**config.mk**
```make
export PLATFORM = sky130hd
export DESIGN_NAME = spi_master_length_prefixed_unit
export DESIGN_NICKNAME = d
export VERILOG_FILES = /design/src/hdl/splu_pkg.sv /design/src/hdl/spi_master_length_prefixed_unit.sv
export SDC_FILE = /design/constraint.sdc
export NUM_CORES = 1
export LEC_CHECK = 0
export ABC_AREA = 1
export BUFFER_PORTS_ARGS = -buffer_cell sky130_fd_sc_hd__buf_2
export CORE_ASPECT_RATIO = 1.4
export CORE_MARGIN = 2
export CORE_UTILIZATION = 25
export CTS_CLUSTER_DIAMETER = 200
export CTS_CLUSTER_SIZE = 30
export DETAILED_ROUTE_END_ITERATION = 10
export PLACE_DENSITY = 0.45
export RECOVER_POWER = 25
export SYNTH_ARGS = -nofsm -noshare
export SYNTH_HDL_FRONTEND = slang
export SYNTH_SLANG_ARGS = --single-unit
```
**constraint.sdc**
```tcl
create_clock -name clk -period 6.85 [get_ports clk]
set_input_delay 1.37 -clock clk [delete_from_list [all_inputs] [get_ports clk]]
set_output_delay 1.37 -clock clk [all_outputs]
set_load 0.03 [all_outputs]
```
**src/hdl/splu_pkg.sv**
```systemverilog
// Shared types and constants for the length-prefixed SPI master.
`timescale 1ns / 1ps

package splu_pkg;

	// Word field widths
	localparam int DATA_W        = 32;
	localparam int BIT_COUNT_W   = 6;
	localparam int HALF_PERIOD_W = 16;

	// Length header sent ahead of the data bits
	localparam int HEADER_BITS   = 8;
	localparam int MAX_BITS_DEF  = 32;

	// Register reset values and fallback length
	localparam logic [BIT_COUNT_W-1:0]   BIT_COUNT_RST   = 6'd8;
	localparam logic [HALF_PERIOD_W-1:0] HALF_PERIOD_RST = 16'd250;
	localparam logic [BIT_COUNT_W-1:0]   DEFAULT_BITS    = 6'd8;

	// APB register map: one 32-bit register per 4 bytes
	localparam int APB_ADDR_W = 3;
	localparam int APB_DATA_W = 32;
	localparam logic REG_BIT_COUNT   = 1'b0;
	localparam logic REG_HALF_PERIOD = 1'b1;

	typedef enum logic [1:0] {
		PH_IDLE,
		PH_HEADER,
		PH_DATA
	} phase_t;

endpackage

```
**src/hdl/spi_master_length_prefixed_unit.sv**
```systemverilog
// Mode-0 SPI master that sends a length header, then exchanges the data bits.
// The result word for an input word is registered and shown on the cycle after
// it is taken. Throughput: one word per cycle while the result side drains, set by the
// single output register (a new word is taken whenever it is empty or drained).
// Reset (arst_n low, asynchronous): idle, no result pending, bit_count 8,
// half_period 250; the result outputs, cs_n among them, are not reset.
`timescale 1ns / 1ps

module spi_master_length_prefixed_unit #(
	parameter int MAX_BITS = splu_pkg::MAX_BITS_DEF
) (
	input  logic                                clk,
	input  logic                                arst_n,
	// APB configuration port
	input  logic                                psel,
	input  logic                                penable,
	input  logic                                pwrite,
	input  logic [splu_pkg::APB_ADDR_W-1:0]     paddr,
	input  logic [splu_pkg::APB_DATA_W-1:0]     pwdata,
	output logic [splu_pkg::APB_DATA_W-1:0]     prdata,
	output logic                                pready,
	// input channel: one word per serial tick
	input  logic                                in_valid,
	output logic                                in_ready,
	input  logic                                start_req,
	input  logic [splu_pkg::DATA_W-1:0]         tx_data,
	input  logic                                miso,
	// result channel
	output logic                                out_valid,
	input  logic                                out_ready,
	output logic                                sclk,
	output logic                                mosi,
	output logic                                cs_n,
	output logic                                busy_res,
	output logic                                done_res,
	output logic [splu_pkg::DATA_W-1:0]         rx_data
);

	localparam int IDX_W  = splu_pkg::BIT_COUNT_W;
	localparam int TXI_W  = $clog2(MAX_BITS);
	localparam int HDRI_W = $clog2(splu_pkg::HEADER_BITS);
	localparam int HP_W   = splu_pkg::HALF_PERIOD_W;

	// configuration registers
	logic [splu_pkg::BIT_COUNT_W-1:0] bit_count_q;
	logic [HP_W-1:0]                  half_period_q;

	// transfer state
	splu_pkg::phase_t     phase_q, phase_d;
	logic [IDX_W-1:0]     idx_q, idx_d;
	logic [HP_W-1:0]      tick_q, tick_d;
	logic                 lvl_q, lvl_d;
	logic [MAX_BITS-1:0]  tx_q, tx_d;
	logic [MAX_BITS-1:0]  rx_q, rx_d;
	logic [IDX_W-1:0]     eff_q, eff_d;
	logic                 done_d;

	// result register
	logic                          out_valid_q;
	logic                          sclk_q, mosi_q, cs_n_q, busy_q, done_q;
	logic [splu_pkg::DATA_W-1:0]   rx_data_q;

	logic                          sclk_n, mosi_n, cs_n_n, busy_n;
	logic [splu_pkg::DATA_W-1:0]   rx_data_n;

	logic                 in_fire;
	logic                 cfg_wr;
	logic [HP_W-1:0]      hp_eff;
	logic [HP_W:0]        tick_inc;
	logic [IDX_W-1:0]     idx_inc;
	logic [IDX_W-1:0]     eff_sel;
	logic [MAX_BITS-1:0]  tx_ext;
	logic [MAX_BITS-1:0]  tx_load;
	logic [splu_pkg::HEADER_BITS-1:0] hdr_byte;
	logic [HDRI_W-1:0]    hdr_sel;
	logic [IDX_W-1:0]     data_sel;
	logic [63:0]          rx_ext;

	// --- handshakes ---
	// The result register frees up the same cycle it is drained.
	assign in_ready  = !out_valid_q || out_ready;
	assign in_fire   = in_valid && in_ready;
	assign out_valid = out_valid_q;

	// --- APB configuration ---
	assign pready = 1'b1;
	assign cfg_wr = psel && penable && pwrite && pready;

	always_ff @(posedge clk or negedge arst_n) begin
		if (!arst_n) begin
			bit_count_q   <= splu_pkg::BIT_COUNT_RST;
			half_period_q <= splu_pkg::HALF_PERIOD_RST;
		end else if (cfg_wr) begin
			case (paddr[2])
				splu_pkg::REG_BIT_COUNT:   bit_count_q   <= pwdata[splu_pkg::BIT_COUNT_W-1:0];
				splu_pkg::REG_HALF_PERIOD: half_period_q <= pwdata[HP_W-1:0];
				default: ;
			endcase
		end
	end

	always_comb begin
		case (paddr[2])
			splu_pkg::REG_BIT_COUNT:   prdata = splu_pkg::APB_DATA_W'(bit_count_q);
			splu_pkg::REG_HALF_PERIOD: prdata = splu_pkg::APB_DATA_W'(half_period_q);
			default:                   prdata = '0;
		endcase
	end

	// --- start-of-transfer capture ---
	// Out-of-range lengths (zero or above MAX_BITS) fall back to 8 bits.
	assign eff_sel = (bit_count_q != '0 && {1'b0, bit_count_q} <= (IDX_W + 1)'(MAX_BITS))
		? bit_count_q : splu_pkg::DEFAULT_BITS;
	assign tx_ext  = MAX_BITS'(tx_data);

	always_comb begin
		for (int i = 0; i < MAX_BITS; i++) begin
			tx_load[i] = tx_ext[i] && (i < int'(eff_sel));
		end
	end

	// A half period of zero counts as one tick.
	assign hp_eff   = (half_period_q == '0) ? HP_W'(1) : half_period_q;
	assign tick_inc = {1'b0, tick_q} + (HP_W + 1)'(1);
	assign idx_inc  = idx_q + IDX_W'(1);

	// --- next state ---
	always_comb begin
		phase_d = phase_q;
		idx_d   = idx_q;
		tick_d  = tick_q;
		lvl_d   = lvl_q;
		tx_d    = tx_q;
		rx_d    = rx_q;
		eff_d   = eff_q;
		done_d  = 1'b0;
		if (in_fire) begin
			case (phase_q)
				splu_pkg::PH_IDLE: begin
					if (start_req) begin
						eff_d   = eff_sel;
						tx_d    = tx_load;
						phase_d = splu_pkg::PH_HEADER;
						idx_d   = '0;
						tick_d  = '0;
						lvl_d   = 1'b0;
					end
				end
				splu_pkg::PH_HEADER, splu_pkg::PH_DATA: begin
					if (tick_inc >= {1'b0, hp_eff}) begin
						tick_d = '0;
						if (!lvl_q) begin
							lvl_d = 1'b1;
						end else begin
							// falling edge: bit complete
							lvl_d = 1'b0;
							if (phase_q == splu_pkg::PH_HEADER) begin
								if (int'(idx_inc) >= splu_pkg::HEADER_BITS) begin
									phase_d = splu_pkg::PH_DATA;
									idx_d   = '0;
									rx_d    = '0;
								end else begin
									idx_d = idx_inc;
								end
							end else begin
								rx_d = {rx_q[MAX_BITS-2:0], miso};
								if (idx_inc >= eff_q) begin
									phase_d = splu_pkg::PH_IDLE;
									idx_d   = '0;
									done_d  = 1'b1;
								end else begin
									idx_d = idx_inc;
								end
							end
						end
					end else begin
						tick_d = tick_inc[HP_W-1:0];
					end
				end
				default: phase_d = splu_pkg::PH_IDLE;
			endcase
		end
	end

	// --- result word from the updated state ---
	assign hdr_byte = splu_pkg::HEADER_BITS'(eff_d);
	assign hdr_sel  = HDRI_W'(splu_pkg::HEADER_BITS - 1) - idx_d[HDRI_W-1:0];
	assign data_sel = eff_d - IDX_W'(1) - idx_d;
	assign rx_ext   = 64'(rx_d);

	always_comb begin
		sclk_n    = 1'b0;
		mosi_n    = 1'b0;
		cs_n_n    = 1'b1;
		busy_n    = 1'b0;
		rx_data_n = rx_ext[splu_pkg::DATA_W-1:0];
		case (phase_d)
			splu_pkg::PH_HEADER: begin
				sclk_n = lvl_d;
				mosi_n = hdr_byte[hdr_sel];
				cs_n_n = 1'b0;
				busy_n = 1'b1;
			end
			splu_pkg::PH_DATA: begin
				sclk_n = lvl_d;
				mosi_n = (idx_d < eff_d) ? tx_d[data_sel[TXI_W-1:0]] : 1'b0;
				cs_n_n = 1'b0;
				busy_n = 1'b1;
			end
			default: ;
		endcase
	end

	// --- registers ---
	always_ff @(posedge clk or negedge arst_n) begin
		if (!arst_n) begin
			phase_q <= splu_pkg::PH_IDLE;
			idx_q   <= '0;
			tick_q  <= '0;
			lvl_q   <= 1'b0;
			tx_q    <= '0;
			rx_q    <= '0;
			eff_q   <= splu_pkg::DEFAULT_BITS;
		end else begin
			phase_q <= phase_d;
			idx_q   <= idx_d;
			tick_q  <= tick_d;
			lvl_q   <= lvl_d;
			tx_q    <= tx_d;
			rx_q    <= rx_d;
			eff_q   <= eff_d;
		end
	end

	always_ff @(posedge clk or negedge arst_n) begin
		if (!arst_n) begin
			out_valid_q <= 1'b0;
		end else if (in_fire) begin
			out_valid_q <= 1'b1;
		end else if (out_ready) begin
			out_valid_q <= 1'b0;
		end
	end

	always_ff @(posedge clk) begin
		if (in_fire) begin
			sclk_q    <= sclk_n;
			mosi_q    <= mosi_n;
			cs_n_q    <= cs_n_n;
			busy_q    <= busy_n;
			done_q    <= done_d;
			rx_data_q <= rx_data_n;
		end
	end

	assign sclk     = sclk_q;
	assign mosi     = mosi_q;
	assign cs_n     = cs_n_q;
	assign busy_res = busy_q;
	assign done_res = done_q;
	assign rx_data  = rx_data_q;

endmodule

```
# Word-level counts from Yosys, hierarchy flattened
# Index checks and enable logic that the tools add are counted.
# W data, S select, Z words.
# word_totals
regBits	155
wordCells	168
input_bits	76
output_inout_bits	72
# op_classes
n_reduce_logical	49
n_bitwise	4
addsub	5
n_lt_le_gt_ge	39
mux	50
n_eq_ne	5
# op_table
op	count
$mux W32	9
$lt A5 B6 Y1 const A	16
$mux W6	11
$pmux W32 S2	1
$lt A4 B6 Y1 const A	8
$mux W16	3
$logic_and A1 B1 Y1	36
$pmux W16 S2	1
$lt A3 B6 Y1 const A	4
$add A16 B1 Y17 const B	1
$ge A17 B16 Y1	1
$logic_not A16 Y1	1
$mux W2	7
$lt A1 B6 Y1 const A	2
$lt A2 B6 Y1 const A	2
$mux W1	12
$pmux W6 S2	1
$add A6 B1 Y6 const B	1
$ge A6 B4 Y1 const B	1
$ge A6 B6 Y1	1
$le A6 B6 Y1 const B	1
$lt A5 B6 Y1 const B	1
$lt A6 B6 Y1	1
$reduce_bool A6 Y1	1
other kinds (20)	29

# Longest topological paths before layout
# Gate-level depths: netlist of the first run.
# depth
depth_word	13
mapped_depth	38
ltp_nobuf	38

# Least setup slack after synthesis of the first run
# OpenSTA, ideal clock, no wires.
# synth_timing
path_kind	flip-flop to flip-flop
from	reg tick_q[0]
to	reg mosi_q (netlist: mosi) (data pin)
synth_period_minus_slack_ps	4818
setup_ps	141
required_time_ps	6709
n_path_buf	1
arrival_ps	4677
slack_ps	2032
path_stages_with_launch	34
path_cell_list	dfrtp_1 > ha_1 > nand3_2 > nor2_4 > nand3_1 > or4_1 > xor2_1 > inv_1 > ha_1 > nand2_1 > inv_1 > nand3_1 > nor3_1 > a21oi_1 > o21a_4 > nand2_4 > nand2_4 > clkinv_2 > nor2_1 > o21ai_1 > o21ai_2 > inv_2 > ha_1 > fa_1 > clkbuf_1 > o21ai_0 > o22a_1 > nand2_1 > nand2_1 > nand2_1 > nand2_1 > nand2_2 > nand3_2 > a21oi_2
# synth_via
elab_chain_cells	10
elab_cells_between_ends	19
cone_classes	3 x add/sub; 2 x order compare; 2 x eq/ne; 12 x mux
# synth_rtl
element	line_no	text
start: declaration	spi_master_length_prefixed_unit.sv:51	logic [HP_W-1:0] tick_q, tick_d;
start signal: assignment	spi_master_length_prefixed_unit.sv:227	tick_q <= tick_d;
$add A16 B1 Y17 *	spi_master_length_prefixed_unit.sv:124	assign tick_inc = {1'b0, tick_q} + (HP_W + 1)'(1);
$ge A17 B16 Y1 *	spi_master_length_prefixed_unit.sv:150	if (tick_inc >= {1'b0, hp_eff}) begin
$mux W6 *	spi_master_length_prefixed_unit.sv:150	
$pmux W6 S2 *	spi_master_length_prefixed_unit.sv:138	case (phase_q)
$mux W6 *	spi_master_length_prefixed_unit.sv:137	if (in_fire) begin
net idx_d[0]	spi_master_length_prefixed_unit.sv:50	logic [IDX_W-1:0] idx_q, idx_d;
$sub A5 B5 Y5	spi_master_length_prefixed_unit.sv:188	assign data_sel = eff_d - IDX_W'(1) - idx_d;
$bmux W1 S5	spi_master_length_prefixed_unit.sv:206	mosi_n = (idx_d < eff_d) ? tx_d[data_sel[TXI_W-1:0]] : 1'b0;
$mux W1 (not written as such)	spi_master_length_prefixed_unit.sv:206	
$mux W1	spi_master_length_prefixed_unit.sv:206	
$pmux W1 S2 *	spi_master_length_prefixed_unit.sv:197	case (phase_d)
net mosi_n	spi_master_length_prefixed_unit.sv:63	logic sclk_n, mosi_n, cs_n_n, busy_n;
end signal: assignment	spi_master_length_prefixed_unit.sv:248	mosi_q <= mosi_n;
end: declaration	spi_master_length_prefixed_unit.sv:60	logic sclk_q, mosi_q, cs_n_q, busy_q, done_q;
# Mark *: on every way through the listed nets, which the timed path passes. The rest lies on a longest branch. The select of a mux whose other input is x is not followed.
# A chain may end at the register's enable or synchronous reset.

# Worst setup path in the final report of the first run
# Ends and elaborated chain as after synthesis.

==> results of run 1 <==
-- sequential cells by signal (all words and copies together) (netlist names), 2 cells and up --
register and flops:
bit_count_q 6, phase_q 2, idx_q 6, tick_q 16, half_period_q 16, eff_q 6, rx_data 32, rx_q 32
tx_q 32
-- power groups by stage --
| stage | Combinational (mW) | Clock (mW) | Sequential [mW] |
|---|---|---|---|
| 6_report | 1.07 | 0.999 | 1.17 |
| 3_5_place_dp | 1.09 | 0 | 1.19 |
| 3_3_place_gp | 1.09 | 0 | 1.18 |
| 2_1_floorplan | 0.747 | 0 | 1.20 |
| 4_1_cts | 1.10 | 1.03 | 1.17 |
| 5_1_grt | 1.23 | 1.07 | 1.19 |
-- area by class of cell --
| cell class | count | share of cell area [%] |
|---|---|---|
| well taps | 440 | 5.63 |
| inverters | 174 | 6.74 |
| clock inverters | 14 | 1.82 |
| flip-flops and latches | 155 | 41.7 |
| clock buffers | 18 | 4.49 |
| multi-input cells | 591 | 33.8 |
| repair buffers | 120 | 5.86 |
-- stage by stage --
step | hold slack [ns] | cells
floorplan | 0.434 | 961
global placement | 0.457 | 1480
detailed placement | 0.456 | 1480
CTS | 0.473 | 1512
global route | 0.502 | 1512
finish | 0.466 | 1512
-- tightest hold or removal path: cells and delay by family, from the launching register on --
family / cells / cell delay (ns)
compound gates: 1 / 0.06
buf+inv: 1 / 0.05
flops: 1 / 0.33
-- cells in the mapped netlist (2+ instances only) --
master    instances  area, µm²
nand2_1         211        792
inv_1           159        597
dfrtp_1         110       2750
nor2_1           48        180
o21ai_0          48        240
o22ai_1          43        269
a21oi_1          41        205
ha_1             40        500
nand3_1          38        190
edfxtp_1         37       1110
buf_4            17        128
clkbuf_1         16       60.1
xor2_1           14        123
nand4_1          13       81.3
inv_2            11       41.3
o21ai_1          10       50.1
dfstp_2           8        210
a22o_1            7       61.3
nand3_2           7       70.1
o211ai_1          7       52.6
buf_2             6       30.0
nand2_2           6       37.5
nand2_4           5       56.3
a32o_1            4       40.0
nor3_1            3       15.0
a21oi_2           2       17.5
a32oi_1           2       17.5
and2_1            2       12.5
buf_1             2       7.51
clkinv_1          2       7.51
conb_1            2       7.51
nand3b_1          2       15.0
o21a_1            2       15.0
-- path summary, 6_finish.rpt --
check,to,slack [ns],depth (start not counted)
hold / removal,tx_q[18],0.47,2
min in group asynchronous,half_period_q[0],1.86,1
hold reg to reg,tx_q[18],0.47,2
max in group asynchronous,tx_q[27],2.87,2
setup reg to reg,mosi,0.88,32
setup / recovery,mosi,0.88,32
-- metal layers --
layer  track usage (%)  vias up
met2              22.8      151
met4              5.15        2
met1              15.3     3102
met5                 0        -
li1                  -     3298
met3              2.64       42
-- kinds of logic after synthesis --
family                     Yosys count  synth area share (%)
adders and majority gates           41                  6.35
DFF                                155                  49.7
xor gates and xnor gates            14                  1.50
AOI/OAI and AO/OA                  176                  12.9
other                                2                0.0916
buffers and inverters              215                  10.8
and+or+nand+nor                    343                  18.7
==> metrics.md, run 1 <==
| Metric | Value |
|---|---|
| Fin nets | 1,176 |
| Die Area | 34,300 µm² |
| Fin crit period | approximately 6.0 ns |
| Ys flop type | dfrtp_1 |
| Seq/Total Area, Yosys | 49.7% |
| Commonest non-fill, non-tap cell in the layout | nand2_1 |
| Total wire length | between 20 and 25 mm |
| Diodes inserted | 0 |
| Largest net degree at the start of global routing | slightly below 70 |
| Failing checks | capacitance limit, slew limit |
| Worst-path clk slew | 0.07 ns |
| Antenna violations before repair | 1 |
| CTS Sinks | 155 |
| Final setup TNS | 0 ns |
| Max-cap violations | 2 |
| Post-route design area | around 9800 µm² |
| Psw | 1.24 mW |
| Final period util | 87.2% |
| CORE AREA | 32,400 µm² |
| Slowest CP cell | fa_1 |
| Critical Path Source | tick_q[0] |
| Crit start category | register |
| Post-layout util | 30.2% |
| DR WL met2 | 10.7 mm |
| Pre-CTS WS | ~0.84 ns |
| Worst Skew | 0.00950 ns |
| Die Height | roughly 220 µm |
| Reg power frac | a little over a third |
| Final ANT Viol Nets | 0 |
| Slew HR | -93.0% |
| Endpoint class of the critical path | register |
| Setup ws final | between 0.8 and 0.9 ns |
| Layout cells sized above 1 | 15.4% |
| Port-buffer cells | approximately 110 |
| CP most frequent cell | nand2_1 |
| FMAX | 167 MHz |
| GP Congestion | 0.808 |
| Syn Inst Count | 946 |
| H-tree depth | 4 |
| Inserted Clock Buffers | 17 |
| Worst R2R Start | tick_q[0] |
| Number of detailed-route iterations in the first pass | 4 |
| Sw Ratio | 38.3% |
| Final setup violation count | 0 |
| Internal power | 2.00 mW |
| Delay-heaviest family, CP | simple AND/OR/NAND/NOR gates |
| CTS tree | yes |
| Critical Path AT | 6.16 ns |
| Post-synth EDFFs | 37 |
| Dpl hpwl | 15.8 mm |
| Die Width | 157 µm |
| Pwr Total | 3.24 mW |
| Pins over their slew limit | 91 |
| Worst hold-check path type | reg -> reg |
| Layout area overhead | 19.2% |
| Worst Tran Pin Value | 2.90 ns |
| Post-synthesis area per instance | 8.67 µm² |
| Status | complete, but fails checks |
| Combinational share of power | 33.1% |
| Dpl cell area | 9210 µm² |
| Worst path required time | 7.04 ns |
| Asr flop ratio synth | ~76% |
| Post-CTS setup buffers | 0 |
| Via Count | 6,595 |
| Vias in the first global route | 6,865 |
| Crit Path Max Fanout | 11 |
| Clock share of power | a little under a third |
| Rows | 78 |
| CTS Root Cell | clkbuf_16 |
| Total gr overflow | 0 |
| Drc violations | 0 |
| Wire length on met1 | 9.18 mm |
| IO Pins | 148 |
| DR WL met3 | a little over 800 µm |
| First-pass GRT wire length | 34.9 mm |
| Reg area | 4070 µm² |
| Routed wire length per instance | 14.1 µm |
| Yosys cell types | 54 |
| Hold path start | tx_q[18] |
| Kind of critical path | reg -> reg |
| All-Layer GR Usage | between 10% and 20% |
| P_leak | 4.91 nW |
| RSZ-0062 raised after global routing | no |
| Worst skew pair latency | 0.44 ns |
| Maximum VDD drop | 0.000168 V |
| Post-cts sizing count | 0 |
| Ys Warns | 0 |
| Synthesized cell area | a little over 8000 µm² |
| Via density per instance | 4.36 |
| Initial Utilization | ~25% |
| Buf+Inv Stages, Crit Path | 4 |
| Crit-path max cell delay | 0.80 ns |
| Final Hold Vio Count | 0 |
| Synth Register Bits | about 160 |
| Post-CTS Hold Fix Bufs | 0 |
| Power Dens Cells | 331 nW/µm² |
| Fillers | ~3.5k |
| Iteration-0 DRC Markers | 249 |
| CTS Buffer Depth | 2 |
| Highest Signal Layer | met5 |
| Multi-input logic area | 3300 µm² |
| Most frequent cells in the layout | nand2_1 (211), inv_1 (159), dfrtp_1 (110), buf_2 (77) |
Power figures use the tool's default switching activity.
==> run 2: changes to the inputs <==
--- a/config.mk
+++ b/config.mk
@@ -6,10 +6,11 @@
 export NUM_CORES = 1
 export LEC_CHECK = 0
 export ABC_AREA = 1
-export BUFFER_PORTS_ARGS = -buffer_cell sky130_fd_sc_hd__buf_2
+export BUFFER_PORTS_ARGS = -buffer_cell sky130_fd_sc_hd__buf_4
 export CORE_ASPECT_RATIO = 1.4
 export CORE_MARGIN = 2
 export CORE_UTILIZATION = 25
+export CTS_BUF_LIST = sky130_fd_sc_hd__clkbuf_8
 export CTS_CLUSTER_DIAMETER = 200
 export CTS_CLUSTER_SIZE = 30
 export DETAILED_ROUTE_END_ITERATION = 10
==> metrics.md, run 2 (synthesis results as in run 1) <==
| Metric | Value |
|---|---|
| All-Layer GR Usage | 13.2% |
| Total gr overflow | 0 |
| Failing checks | capacitance limit, slew limit |
| Placed insts | 1,480 |
| Crit-path max cell delay | 0.81 ns |
| FF-to-FF path depth | 33 |
| CTS tree | yes |
| Via density per instance | 4.31 |
| Rows | 78 |
| Inserted Clock Buffers | 17 |
| CTS Buffer Depth | 2 |
| Worst hold slack | 0.474 ns |
| Fin nets | ~1.2k |
| Fillers | 3,545 |
| Pre-CTS WS | between 0.8 and 0.9 ns |
| Worst path required time | 7.08 ns |
| Layout area overhead | 20.4% |
| Final period util | 86.6% |
| Endpoint class of the critical path | register |
| CP most frequent cell | nand2_1 |
| Post-layout util | a little under a third |
| Die Width | 157 µm |
| CTS Sinks | 155 |
| Crit Path Max Fanout | 11 |
| Worst R2R Start | tick_q[0] |
| Critical Path Source | tick_q[0] |
| Via Count | 6,515 |
| Worst hold-check path type | reg -> reg |
| Final Hold Vio Count | 0 |
| Dpl hpwl | 16.0 mm |
| Most frequent cells in the layout | nand2_1 (211), inv_1 (160), buf_4 (116), dfrtp_1 (110) |
| Kind of critical path | reg -> reg |
| CORE AREA | 32,400 µm² |
| Iteration-0 DRC Markers | 321 |
| Total wire length | 21.5 mm |
| Largest net degree at the start of global routing | 70 |
| Maximum VDD drop | between 0.0001 and 0.00015 V |
| Antenna violations before repair | 0 |
| Pwr Total | 3.00 mW |
| IO Pins | 148 |
| Die Area | 34,300 µm² |
| Drc violations | 0 |
| Reg2Reg Setup Slack | 0.92 ns |
| Commonest non-fill, non-tap cell in the layout | nand2_1 |
| Crit start category | register |
| Worst Tran Pin Value | 2.99 ns |
| Worst Skew | 0.0144 ns |
| Post-route design area | 9880 µm² |
| Slowest CP cell | fa_1 |
| RSZ-0062 raised after global routing | no |
| Post-CTS setup buffers | 0 |
| Routed wire length per instance | between 10 and 15 µm |
| Post-CTS Hold Fix Bufs | 0 |
| Hold endpoint | tx_q[18] |
| Power Dens Cells | approximately 300 nW/µm² |
| Slew HR | -99.0% |
| Layout cells sized above 1 | 18.4% |
| Port-buffer cells | approximately 110 |
| P_leak | roughly 5.0 nW |
| Hold path start | tx_q[18] |
| Fin crit period | 5.93 ns |
| Worst skew pair latency | ~0.47 ns |
| Post-cts sizing count | 0 |
| Diodes inserted | 0 |
| Die Height | around 220 µm |
| Final Non-Filler Cells | roughly 1.5k |
| H-tree depth | 4 |
| Setup ws final | just over 0.9 ns |
| GP Congestion | 0.815 |
| Final setup TNS | 0 ns |
| Vias in the first global route | a little under 7k |
| Hold Path Stages | 2 |
| Critical Path AT | 6.16 ns |
| First-pass GRT wire length | 35.6 mm |
| Max-cap violations | 2 |
| CTS Root Cell | clkbuf_8 |
| Status | complete, but fails checks |
| Number of detailed-route iterations in the first pass | 5 |
| Final ANT Viol Nets | 0 |
| Initial Utilization | 25.3% |
| Dpl cell area | ~9500 µm² |
| Final setup violation count | 0 |
| Worst-path clk slew | 0.10 ns |
| Pins over their slew limit | 90 |
| FMAX | 169 MHz |
| R2R Path End | mosi |
==> run 2: changes by cell type in the layout (fill, tap and decap cells not counted), sizes merged <==
| cell | previous run | this run |
|---|---|---|
| buf | 84 | 116 |
| clkbuf | 54 | 21 |
| clkinv | 7 | 8 |
==> run 2: per-layer routing <==
layer,track usage [%],up-vias,part of all wire [%]
met4,3.91,0,1.5
met5,0,-,0
li1,-,3280,-
met1,15.7,3090,44
met3,2.40,18,3.2
met2,24.2,127,52
==> run 2: power breakdown <==
group	total [mW]	switching [mW]	internal, mW
registers	1.17	0.0714	1.10
logic	1.10	0.733	0.368
clock network	0.730	0.397	0.333
total	3.00	1.20	1.80
==> run 2: worst max-delay path, delay by kind of cell (launching register included) <==
family / cells / cell delay, ns
flip-flops: 1 / 0.46
adder cells (fa/ha/maj): 3 / 1.35
AND/OR/NAND/NOR: 19 / 2.35
buffers and inverters: 4 / 0.60
AO/OA/AOI/OAI: 6 / 0.75
XOR/XNOR: 1 / 0.18
==> run 2: layout make-up <==
type | count | area, µm² | area share (%)
Sequential cell | 155 | 4070 | 41.2
Multi-Input combinational cell | 591 | 3300 | 33.5
Timing Repair Buffer | 120 | 890 | 9.01
Inverter | 174 | 659 | 6.68
Tap cell | 440 | 551 | 5.57
Clock buffer | 17 | 234 | 2.37
Clock inverter | 15 | 166 | 1.68
==> run 2: worst max path at each step <==
stage / end / depth (start not counted) / slack [ns]
finish: mosi / 33 / 0.92
global route: mosi / 33 / 0.24
CTS: mosi / 33 / 0.80
detailed placement: mosi / 33 / 0.82
global placement: mosi / 33 / 0.82
floorplan: mosi / 33 / 2.03
